==> src/sv/iqed_pkg.sv <==
package iqed_pkg;

  // Field and state widths.
  localparam int unsigned IN_W  = 16;
  localparam int unsigned WIN_W = 10;
  localparam int unsigned ENV_W = 26;
  localparam int unsigned SUM_W = 27;

  // Defaults for the top-level parameters.
  localparam int unsigned SAMPLE_WIDTH_DEF = 16;
  localparam int unsigned MAX_WINDOW_DEF   = 1023;

  localparam logic [WIN_W-1:0] WIN_RESET = WIN_W'(480);

  // Magnitude datapath. The envelope is floor(isqrt(16 * power) / 5), which is
  // the same as the root of floor(16 * power / 25).
  localparam int unsigned SQ_W     = 2 * SUM_W;
  localparam int unsigned PWR_W    = SQ_W + 1;
  localparam int unsigned SCALE_SH = 4;
  localparam int unsigned ROOT_W   = (PWR_W + 1) / 2;
  localparam int unsigned RAD_W    = 2 * ROOT_W;
  localparam int unsigned ALU_W    = ROOT_W + 3;
  localparam int unsigned STEP_W   = $clog2(ROOT_W + 1);
  localparam int unsigned MUL_W    = ROOT_W;

  // floor(x / 5) equals (x * RECIP5) >> RECIP_SH for every x below 2^30.
  localparam int unsigned      RECIP_SH = 30;
  localparam logic [MUL_W-1:0] RECIP5   = MUL_W'(214748365);

  typedef struct packed {
    logic                    start;
    logic signed [SUM_W-1:0] i_sum;
    logic signed [SUM_W-1:0] q_sum;
  } iqed_close_t;

endpackage

==> src/sv/iqed_accum.sv <==
module iqed_accum #(
  parameter int unsigned SAMPLE_WIDTH = iqed_pkg::SAMPLE_WIDTH_DEF,
  parameter int unsigned MAX_WINDOW   = iqed_pkg::MAX_WINDOW_DEF
) (
  input  logic                          clk_i,
  input  logic                          rst_ni,
  input  logic                          cfg_we_i,
  input  logic [iqed_pkg::WIN_W-1:0]    cfg_data_i,
  input  logic                          smp_we_i,
  input  logic [iqed_pkg::IN_W-1:0]     smp_data_i,
  output iqed_pkg::iqed_close_t         close_o
);

  localparam int unsigned WinW      = iqed_pkg::WIN_W;
  localparam int unsigned SumW      = iqed_pkg::SUM_W;
  localparam int unsigned WinMax    = (1 << WinW) - 1;
  localparam int unsigned MaxLenInt = (MAX_WINDOW > WinMax) ? WinMax : MAX_WINDOW;
  localparam logic [WinW-1:0] MaxLen = WinW'(MaxLenInt);

  logic [WinW-1:0]        win_q;
  logic [1:0]             phase_q;
  logic [WinW-1:0]        count_q;
  logic signed [SumW-1:0] i_sum_q, i_sum_d;
  logic signed [SumW-1:0] q_sum_q, q_sum_d;

  logic [WinW-1:0]        len;
  logic [WinW:0]          count_inc;
  logic signed [SumW-1:0] sample;
  logic signed [SumW-1:0] operand;
  logic signed [SumW-1:0] result;
  logic                   last;

  assign sample = {{(SumW - SAMPLE_WIDTH){smp_data_i[SAMPLE_WIDTH-1]}},
                   smp_data_i[SAMPLE_WIDTH-1:0]};

  always_comb begin
    len = win_q;
    if (len == '0) begin
      len = WinW'(1);
    end
    if (len > MaxLen) begin
      len = MaxLen;
    end
  end

  // Even phases feed the in-phase sum, odd ones the quadrature sum; the
  // upper phase bit selects subtraction.
  assign operand   = phase_q[0] ? q_sum_q : i_sum_q;
  assign result    = phase_q[1] ? (operand - sample) : (operand + sample);
  assign count_inc = {1'b0, count_q} + (WinW + 1)'(1);
  assign last      = count_inc >= {1'b0, len};

  always_comb begin
    i_sum_d = i_sum_q;
    q_sum_d = q_sum_q;
    if (phase_q[0]) begin
      q_sum_d = result;
    end else begin
      i_sum_d = result;
    end
  end

  assign close_o.start = smp_we_i && last;
  assign close_o.i_sum = i_sum_d;
  assign close_o.q_sum = q_sum_d;

  always_ff @(posedge clk_i or negedge rst_ni) begin
    if (!rst_ni) begin
      win_q   <= iqed_pkg::WIN_RESET;
      phase_q <= '0;
      count_q <= '0;
      i_sum_q <= '0;
      q_sum_q <= '0;
    end else begin
      if (cfg_we_i) begin
        win_q <= cfg_data_i;
      end
      if (smp_we_i) begin
        if (last) begin
          phase_q <= '0;
          count_q <= '0;
          i_sum_q <= '0;
          q_sum_q <= '0;
        end else begin
          phase_q <= phase_q + 2'd1;
          count_q <= count_inc[WinW-1:0];
          i_sum_q <= i_sum_d;
          q_sum_q <= q_sum_d;
        end
      end
    end
  end

endmodule

==> src/sv/iqed_mag.sv <==
module iqed_mag (
  input  logic                          clk_i,
  input  logic                          rst_ni,
  input  iqed_pkg::iqed_close_t         close_i,
  output logic                          busy_o,
  output logic                          res_valid_o,
  input  logic                          res_take_i,
  output logic [iqed_pkg::ENV_W-1:0]    res_o
);

  localparam int unsigned SumW    = iqed_pkg::SUM_W;
  localparam int unsigned SqW     = iqed_pkg::SQ_W;
  localparam int unsigned PwrW    = iqed_pkg::PWR_W;
  localparam int unsigned RadW    = iqed_pkg::RAD_W;
  localparam int unsigned RootW   = iqed_pkg::ROOT_W;
  localparam int unsigned AluW    = iqed_pkg::ALU_W;
  localparam int unsigned StepW   = iqed_pkg::STEP_W;
  localparam int unsigned EnvW    = iqed_pkg::ENV_W;
  localparam int unsigned MulW    = iqed_pkg::MUL_W;
  localparam int unsigned ScaleW  = iqed_pkg::SCALE_SH;
  localparam int unsigned RecipSh = iqed_pkg::RECIP_SH;

  localparam logic [2:0] ST_IDLE = 3'd0;
  localparam logic [2:0] ST_SQ_I = 3'd1;
  localparam logic [2:0] ST_SQ_Q = 3'd2;
  localparam logic [2:0] ST_ADD  = 3'd3;
  localparam logic [2:0] ST_ROOT = 3'd4;
  localparam logic [2:0] ST_DIV  = 3'd5;
  localparam logic [2:0] ST_DONE = 3'd6;

  localparam logic [StepW-1:0] RootLast = StepW'(RootW - 1);

  logic [2:0]          state_q, state_d;
  logic [SumW-1:0]     mag_i_q, mag_q_q;
  logic [SqW-1:0]      prod_q;
  logic [SqW-1:0]      pwr_i_q;
  logic [RadW-1:0]     rad_q;
  logic [AluW-1:0]     rem_q;
  logic [RootW-1:0]    root_q;
  logic [EnvW-1:0]     env_q;
  logic [StepW-1:0]    step_q;

  logic [MulW-1:0]     mul_a, mul_b;
  logic [2*MulW-1:0]   mul_res;
  logic [PwrW-1:0]     pwr_sum;
  logic [PwrW+ScaleW-1:0] scaled;
  logic [AluW-1:0]     alu_a, alu_b;
  logic [AluW:0]       alu_diff;
  logic                alu_ge;

  function automatic logic [SumW-1:0] abs_val(input logic signed [SumW-1:0] v);
    abs_val = v[SumW-1] ? (~v + SumW'(1)) : v;
  endfunction

  // One multiplier serves both squares and the division of the root by five.
  always_comb begin
    case (state_q)
      ST_SQ_I: begin
        mul_a = MulW'(mag_i_q);
        mul_b = MulW'(mag_i_q);
      end
      ST_SQ_Q: begin
        mul_a = MulW'(mag_q_q);
        mul_b = MulW'(mag_q_q);
      end
      default: begin
        mul_a = MulW'(root_q);
        mul_b = iqed_pkg::RECIP5;
      end
    endcase
  end

  assign mul_res = mul_a * mul_b;
  assign pwr_sum = {1'b0, pwr_i_q} + {1'b0, prod_q};

  // A window is at most 1023 samples, so both sums stay within 2^24 and the
  // scaled power always fits the radicand.
  assign scaled  = {pwr_sum, ScaleW'(0)};

  // Shared shift, compare and subtract for the bit-pair square root.
  assign alu_a    = {rem_q[AluW-3:0], rad_q[RadW-1 -: 2]};
  assign alu_b    = {1'b0, root_q, 2'b01};
  assign alu_diff = {1'b0, alu_a} - {1'b0, alu_b};
  assign alu_ge   = !alu_diff[AluW];

  always_comb begin
    state_d = state_q;
    case (state_q)
      ST_IDLE: begin
        if (close_i.start) begin
          state_d = ST_SQ_I;
        end
      end
      ST_SQ_I: state_d = ST_SQ_Q;
      ST_SQ_Q: state_d = ST_ADD;
      ST_ADD:  state_d = ST_ROOT;
      ST_ROOT: begin
        if (step_q == RootLast) begin
          state_d = ST_DIV;
        end
      end
      ST_DIV:  state_d = ST_DONE;
      ST_DONE: begin
        if (res_take_i) begin
          state_d = ST_IDLE;
        end
      end
      default: state_d = ST_IDLE;
    endcase
  end

  always_ff @(posedge clk_i or negedge rst_ni) begin
    if (!rst_ni) begin
      state_q <= ST_IDLE;
      step_q  <= '0;
    end else begin
      state_q <= state_d;
      if (state_q == ST_ADD) begin
        step_q <= '0;
      end else if (state_q == ST_ROOT) begin
        step_q <= step_q + StepW'(1);
      end
    end
  end

  always_ff @(posedge clk_i) begin
    case (state_q)
      ST_IDLE: begin
        mag_i_q <= abs_val(close_i.i_sum);
        mag_q_q <= abs_val(close_i.q_sum);
      end
      ST_SQ_I: begin
        prod_q <= mul_res[SqW-1:0];
      end
      ST_SQ_Q: begin
        pwr_i_q <= prod_q;
        prod_q  <= mul_res[SqW-1:0];
      end
      ST_ADD: begin
        rad_q  <= scaled[RadW-1:0];
        rem_q  <= '0;
        root_q <= '0;
      end
      ST_ROOT: begin
        rad_q  <= {rad_q[RadW-3:0], 2'b00};
        rem_q  <= alu_ge ? alu_diff[AluW-1:0] : alu_a;
        root_q <= {root_q[RootW-2:0], alu_ge};
      end
      ST_DIV: begin
        env_q <= mul_res[RecipSh +: EnvW];
      end
      default: begin
      end
    endcase
  end

  assign busy_o      = state_q != ST_IDLE;
  assign res_valid_o = state_q == ST_DONE;
  assign res_o       = env_q;

endmodule

==> src/sv/iq_envelope_detector_unit.sv <==
// Channel   Direction  Handshake                  Word
// config    in         cfg_valid_i / cfg_ready_o  cfg_data_i, window length
// sample    in         in_valid_i / in_stall_o    adc_sample_i
// envelope  out        out_valid_o / out_stall_i  envelope_o
//
// A sample that does not close a window is taken whenever the magnitude
// unit is idle, so such samples may arrive back to back. A sample that
// closes a window starts the magnitude unit, and the sample input stalls
// while it runs: the squares on the shared multiplier, their sum, 28
// square-root steps on the shared subtractor, the division of the root by
// five on the multiplier and the hand-over of the word to the output.
// Reset clears sums, count, phase and output valid and loads a length of 480.
// A full output register holding a word does not stall the input; the unit
// only waits for it when it has a new word to hand over.
module iq_envelope_detector_unit #(
  parameter int unsigned SAMPLE_WIDTH = iqed_pkg::SAMPLE_WIDTH_DEF,
  parameter int unsigned MAX_WINDOW   = iqed_pkg::MAX_WINDOW_DEF
) (
  input  logic                          clk_i,
  input  logic                          rst_ni,
  input  logic                          cfg_valid_i,
  output logic                          cfg_ready_o,
  input  logic [iqed_pkg::WIN_W-1:0]    cfg_data_i,
  input  logic                          in_valid_i,
  output logic                          in_stall_o,
  input  logic [iqed_pkg::IN_W-1:0]     adc_sample_i,
  output logic                          out_valid_o,
  input  logic                          out_stall_i,
  output logic [iqed_pkg::ENV_W-1:0]    envelope_o
);

  iqed_pkg::iqed_close_t           close;
  logic                            busy;
  logic                            res_valid;
  logic                            res_take;
  logic [iqed_pkg::ENV_W-1:0]      res;
  logic                            smp_we;
  logic                            out_valid_q;
  logic [iqed_pkg::ENV_W-1:0]      envelope_q;

  assign cfg_ready_o = 1'b1;
  assign in_stall_o  = busy;
  assign smp_we      = in_valid_i && !busy;

  iqed_accum #(
    .SAMPLE_WIDTH (SAMPLE_WIDTH),
    .MAX_WINDOW   (MAX_WINDOW)
  ) u_accum (
    .clk_i      (clk_i),
    .rst_ni     (rst_ni),
    .cfg_we_i   (cfg_valid_i),
    .cfg_data_i (cfg_data_i),
    .smp_we_i   (smp_we),
    .smp_data_i (adc_sample_i),
    .close_o    (close)
  );

  iqed_mag u_mag (
    .clk_i       (clk_i),
    .rst_ni      (rst_ni),
    .close_i     (close),
    .busy_o      (busy),
    .res_valid_o (res_valid),
    .res_take_i  (res_take),
    .res_o       (res)
  );

  // The output register takes a new word when it is empty or being drained.
  assign res_take = res_valid && (!out_valid_q || !out_stall_i);

  always_ff @(posedge clk_i or negedge rst_ni) begin
    if (!rst_ni) begin
      out_valid_q <= 1'b0;
    end else if (res_take) begin
      out_valid_q <= 1'b1;
    end else if (!out_stall_i) begin
      out_valid_q <= 1'b0;
    end
  end

  always_ff @(posedge clk_i) begin
    if (res_take) begin
      envelope_q <= res;
    end
  end

  assign out_valid_o = out_valid_q;
  assign envelope_o  = envelope_q;

endmodule

==> config.mk <==
export PLATFORM = sky130hd
export DESIGN_NAME = iq_envelope_detector_unit
export DESIGN_NICKNAME = d
export VERILOG_FILES = /design/src/sv/iqed_pkg.sv /design/src/sv/iqed_accum.sv /design/src/sv/iqed_mag.sv /design/src/sv/iq_envelope_detector_unit.sv
export SDC_FILE = /design/constraint.sdc
export NUM_CORES = 2
export LEC_CHECK = 0
export ABC_AREA = 0
export BUFFER_PORTS_ARGS = -buffer_cell sky130_fd_sc_hd__buf_2
export CAP_MARGIN = 20
export CORE_AREA = 10 10 359 361
export DETAILED_ROUTE_END_ITERATION = 7
export DIE_AREA = 0 0 369 371
export PLACE_DENSITY_LB_ADDON = 0.1
export SYNTH_ARGS = -nofsm -noshare
export SYNTH_HDL_FRONTEND = slang
export SYNTH_SLANG_ARGS = --single-unit
==> constraint.sdc <==
create_clock -name clk_i -period 13.04 [get_ports clk_i]
set_clock_uncertainty 0.15 [all_clocks]
set_input_delay 2.608 -clock clk_i [delete_from_list [all_inputs] [get_ports clk_i]]
set_output_delay 2.608 -clock clk_i [all_outputs]
set_load 0.02 [all_outputs]
# ---- Word-level counts from Yosys, hierarchy flattened
# Cells that the tools add are included.
dict set report word_totals {
  register_bits 408
  latch_bits 0
  mem_bits_rw 0
  romBits 0
  input_bits 31
  word_cells 84
  memories 0
}
dict set report classes {
  n_addsub 9
  mul 1
  n_div 0
  n_lt_le_gt_ge 2
  eq_ne 11
  shift 0
  mux 26
  bitwise 2
  n_reduce_logical 14
}
# op n
set op_table {}
lappend op_table {{$pmux W28 S2} 3}
lappend op_table {{$mux W27} 6}
lappend op_table {{$pmux W56 S2} 1}
lappend op_table {{$pmux W29 S2} 1}
lappend op_table {{$mul A28 B28 Y56} 1}
lappend op_table {{$add A27 B2 Y27 const B} 2}
lappend op_table {{$not A27 Y27} 2}
lappend op_table {{$add A52 B52 Y52} 1}
lappend op_table {{$mux W26} 2}
lappend op_table {{$sub A31 B30 Y32} 1}
lappend op_table {{$mux W10} 3}
lappend op_table {{$mux W29} 1}
lappend op_table {{$add A27 B16 Y27} 1}
lappend op_table {{$sub A27 B16 Y27} 1}
lappend op_table {{$pmux W3 S7} 1}
lappend op_table {{$add A10 B1 Y11 const B} 1}
lappend op_table {{$ge A11 B10 Y1} 1}
lappend op_table {{$gt A10 B10 Y1 const B} 1}
lappend op_table {{$logic_not A10 Y1} 1}
lappend op_table {{$mux W5} 2}
lappend op_table {{$eq A3 B3 Y1 const B} 3}
lappend op_table {{$mux W3} 3}
lappend op_table {{$eq A3 B2 Y1 const B} 2}
lappend op_table {{$ne A2 B1 Y1 const B} 3}
lappend op_table {{15 further kinds} 21}

# ---- Longest topological paths before layout
dict set report depth {
  word_depth 8
  mapped_depth 38
  ltp_nobuf 33
}

# ---- Modules after synthesis
# A second synthesis with hierarchy kept.
dict set report hier_totals {
  cells_unflattened 5084
  area_unflattened_um2 47832.1
}
# mod instances cells_per_inst area_per_inst_um2
set by_module_without_submodules {}
lappend by_module_without_submodules {iqed_mag 1 4349 40735.3}
lappend by_module_without_submodules {iqed_accum 1 703 6254.7}
lappend by_module_without_submodules {iq_envelope_detector_unit 1 32 842.1}

# ---- Worst setup path before layout
# OpenSTA, ideal clock, no wires.
dict set report synth_path {
  kind {flip-flop to flip-flop}
  start {register u_mag.state_q[0]}
  end {register u_mag.env_q[25] (netlist: u_mag.res_o[25]), data pin}
  arrival_ps 10274
  path_slack_ps 2351
  stages_incl_launch_ff 35
  period_less_slack_ps 10689
  cell_sequence {dfrtp_1 -> clkbuf_1 -> nand2b_1 -> nor2_1 -> clkbuf_1 -> clkbuf_1 -> buf_1 -> a22oi_1 -> inv_1 -> clkbuf_1 -> nand2_1 -> fa_1 -> inv_1 -> fa_1 -> inv_1 -> fa_1 -> fa_1 -> inv_1 -> fa_1 -> fa_1 -> inv_1 -> fa_1 -> inv_1 -> ha_1 -> clkbuf_1 -> a21oi_1 -> o221ai_1 -> a221oi_1 -> o41ai_1 -> o31ai_1 -> a31oi_1 -> o221ai_1 -> o21ai_1 -> a221oi_1 -> xnor2_1}
}
dict set report synth_via {
  elab_chain_cells 3
  elab_cells_between_ends 5
  classes_between {1 x mul; 2 x eq/ne; 2 x mux}
}
# element line
set synth_rtl {}
lappend synth_rtl {{from (decl)} iqed_mag.sv:33} ;# logic [2:0] state_q, state_d;
lappend synth_rtl {{from (signal assigned)} iqed_mag.sv:117} ;# state_q <= state_d;
lappend synth_rtl {{$eq A3 B2 Y1 or $eq A3 B1 Y1 (tied branches)} iqed_mag.sv:57} ;# case (state_q)
lappend synth_rtl {{$pmux W28 S2} iqed_mag.sv:57}
lappend synth_rtl {{$mul A28 B28 Y56 *} iqed_mag.sv:73} ;# assign mul_res = mul_a * mul_b;
lappend synth_rtl {{net u_mag.mul_res[55]} iqed_mag.sv:44} ;# logic [2*MulW-1:0] mul_res;
lappend synth_rtl {{to (signal assigned)} iqed_mag.sv:150} ;# env_q <= mul_res[RecipSh +: EnvW];
lappend synth_rtl {{to (decl)} iqed_mag.sv:40} ;# logic [EnvW-1:0] env_q;
# Mark *: on every way through the listed nets, which the timed path passes. The rest lies on a longest branch.
# A chain may end at the register's enable or synchronous reset.

# ---- Worst setup path in the final report
dict set report layout_path {
  start {register u_mag.state_q[1]}
  end {register u_mag.env_q[25] (netlist: u_mag.res_o[25]), data pin}
}
# The elaborated chain is that of the path after synthesis.

==> impl_metrics.tcl <==
set metrics [dict create \
    outcome "finished clean" \
    hold_depth 0 \
    syn-instance-count 5184 \
    synth-async-reset-ratio_pct 21.0 \
    worstPathRequired_ns 13.23 \
    grt_pass1_wl_mm 237 \
    rrSetupSlack_ns 1.58 \
    ios 60 \
    hold_viol_final 0 \
    slew_headroom_pct 21.5 \
    syn2layout_area_growth_pct 7.82 \
    synth_edf_count 319 \
    grt_antenna_before_repair 5 \
    grt_use_total_pct 22.8 \
    start_util_pct 39.7 \
    reg2reg_depth 28 \
    ys.warnings.count 0 \
    cts_buffers 46 \
    place.gp.congestion 0.904 \
    htree_levels 2 \
    synth_top_flop_cell "edfxtp_1" \
    yosys.area.top_type "fa_1" \
    layout-drive-gt1-share_pct 6.20 \
    worstPathMaxFanout 66 \
    clock-root-buffer "clkbuf_16" \
    crit_slowest_cell "buf_4" \
    dp_hpwl_mm 123 \
    max_stage_delay_ns 0.78 \
    via_per_inst 5.32 \
    cp_num_buf_inv 5 \
    grt_remaining_overflow 0 \
    cts_tree "yes" \
    die_w_um 369 \
    final_antenna_net_count 0 \
    maxCapViolations 0 \
    worstMarginPinSlew_ns 1.15 \
    setup-tns-final_ns 0 \
    insertion_delay_ns 0.62 \
    core-area_mm2 0.121 \
    synth_top_area_share_pct 28.1 \
    final_max_slew_viol_count 0 \
    ctsResizeCount 0 \
    endpoint_kind "register" \
    final.period_utilization_pct 87.9 \
    clk_pin_slew_ns 0.06 \
    cts.sinks 404 \
    synth_cell_types 100 \
    routed_wl_mm 158 \
    clk_path_buf_depth 3 \
    cts_setup_buffers 0 \
    core.rowCount 128 \
    crit_arrival_ns 11.64 \
    dr.pass1.iters 6 \
    ys_top_cells_by_count "968 x inv_1, 676 x fa_1, 625 x nand2_1" \
    io_buffers 58 \
    grt_max_degree 91 \
    cp-start-kind "register" \
    fin_crit_ns 11.46 \
    hold_buffers 0 \
    wl_per_cell_um 23.1 \
    netlist_area_mm2 0.0482 \
    rsz0062_at_grt "false" \
    worstSetupPathType "register to register" \
    synth_most_common_cell "inv_1" \
    vias 36400 \
    drtIter0Drc 2612 \
    die_h_um 371 \
    ys_seq_area_share_pct 24.3 \
    dieArea_mm2 0.137 \
    finalSetupViolations 0 \
    hold_path_class "register to register" \
    cp.depth 28 \
    ys_top_cells_by_area "fa_1 28%, edfxtp_1 20%, ha_1 8.6%" \
    drc_errors 0 \
    synth_area_per_cell_um2 9.30 \
    first_global_vias 37300 \
    layout.nets 6210 \
    critical_path.most_common_cell "fa_1" \
    ys_seq_elements 404 \
    clock.fmax_mhz 87.3 \
    crit_family "adder cells" \
]
per-layer routing:
| metal | GRT usage [%] | vias to the layer above | part of all wire, % |
|---|---|---|---|
| met5 | 0 | - | 0 |
| met4 | 8.06 | 0 | 3.9 |
| met3 | 3.80 | 277 | 6.6 |
| met2 | 38.7 | 1098 | 48 |
| met1 | 29.3 | 18400 | 41 |
| li1 | - | 16600 | - |
worst register-to-register path: cells and delay by family, from the launching register on:
family,cells,cell delay (ns)
AND/OR/NAND/NOR,6,2.02
XOR/XNOR,1,0.11
AO/OA/AOI/OAI,8,2.88
adder cells (fa/ha/maj),8,3.98
flip-flops,1,0.47
buffers and inverters,5,1.55
area by class of cell:
type | count | area (um^2)
Antenna cell | 2 | 5.00
Clock buffer | 62 | 1230
Clock inverter | 22 | 218
Fill cell | 12200 | 69400
Inverter | 980 | 3680
Multi-Input combinational cell | 3586 | 32100
Sequential cell | 404 | 11700
Tap cell | 1625 | 2030
Timing Repair Buffer | 155 | 1020
sequential cells by signal (all words and copies together) (netlist names), 26 cells and up:
signal,flops
u_mag.root_q,28
u_accum.i_sum_q,27
envelope_o,26
u_mag.res_o,26
u_accum.q_sum_q,27
u_mag.mag_q_q,27
u_mag.rem_q,29
u_mag.rad_q,52
u_mag.prod_q,52
u_mag.mag_i_q,27
u_mag.pwr_i_q,52
kinds of logic after synthesis:
group | synth area share [%]
other cells | 0.0156
flops | 24.3
fa+ha+maj | 36.6
buf+inv | 9.45
xor+xnor | 3.96
mux | 1.64
compound gates | 11.2
simple gates | 12.8
cells in the final DEF (no fill, tap or decap), types with 25 or more instances in the layout:
master	instances
a21oi_1	240
clkbuf_16	46
mux2i_1	43
dfrtp_1	80
a211oi_1	28
and2_1	27
nand4_1	31
edfxtp_1	319
and3_1	32
a21o_1	85
nand2_1	624
o21a_1	28
nor2_1	520
fa_1	676
xor2_1	83
xnor2_1	132
mux2_2	30
o31ai_1	53
inv_1	966
nor3_1	29
o21ai_0	165
buf_4	98
nand2b_1	25
buf_2	57
nand3_1	47
ha_1	330
final timing paths:
path,startpoint,to
worst max-delay path,u_mag.state_q[1],u_mag.res_o[25]
worst max register to register,u_mag.state_q[1],u_mag.res_o[25]
worst min register to register,u_mag.res_o[24],envelope_o[24]
worst min-delay path,u_mag.res_o[24],envelope_o[24]
min in group asynchronous,rst_ni,u_accum.q_sum_q[3]
max in group asynchronous,rst_ni,u_accum.phase_q[0]
per-stage QoR:
stage / hold slack (ns) / std cells / util [%] / area [um^2] / setup slack [ns]
after floorplan: 0.250 / 5196 / - / 48200 / 2.35
after global placement: 0.252 / 6750 / 41.6 / 50500 / 1.53
after detailed placement: 0.256 / 6750 / 41.6 / 50500 / 1.53
after CTS: 0.271 / 6834 / 42.8 / 52000 / 1.49
after global routing: 0.276 / 6835 / 42.8 / 52000 / 0.834
final: 0.266 / 6836 / 42.8 / 52000 / 1.58
Power is not shown: default switching activity piles up to over one toggle a cycle in this logic, so the estimate is an artifact.
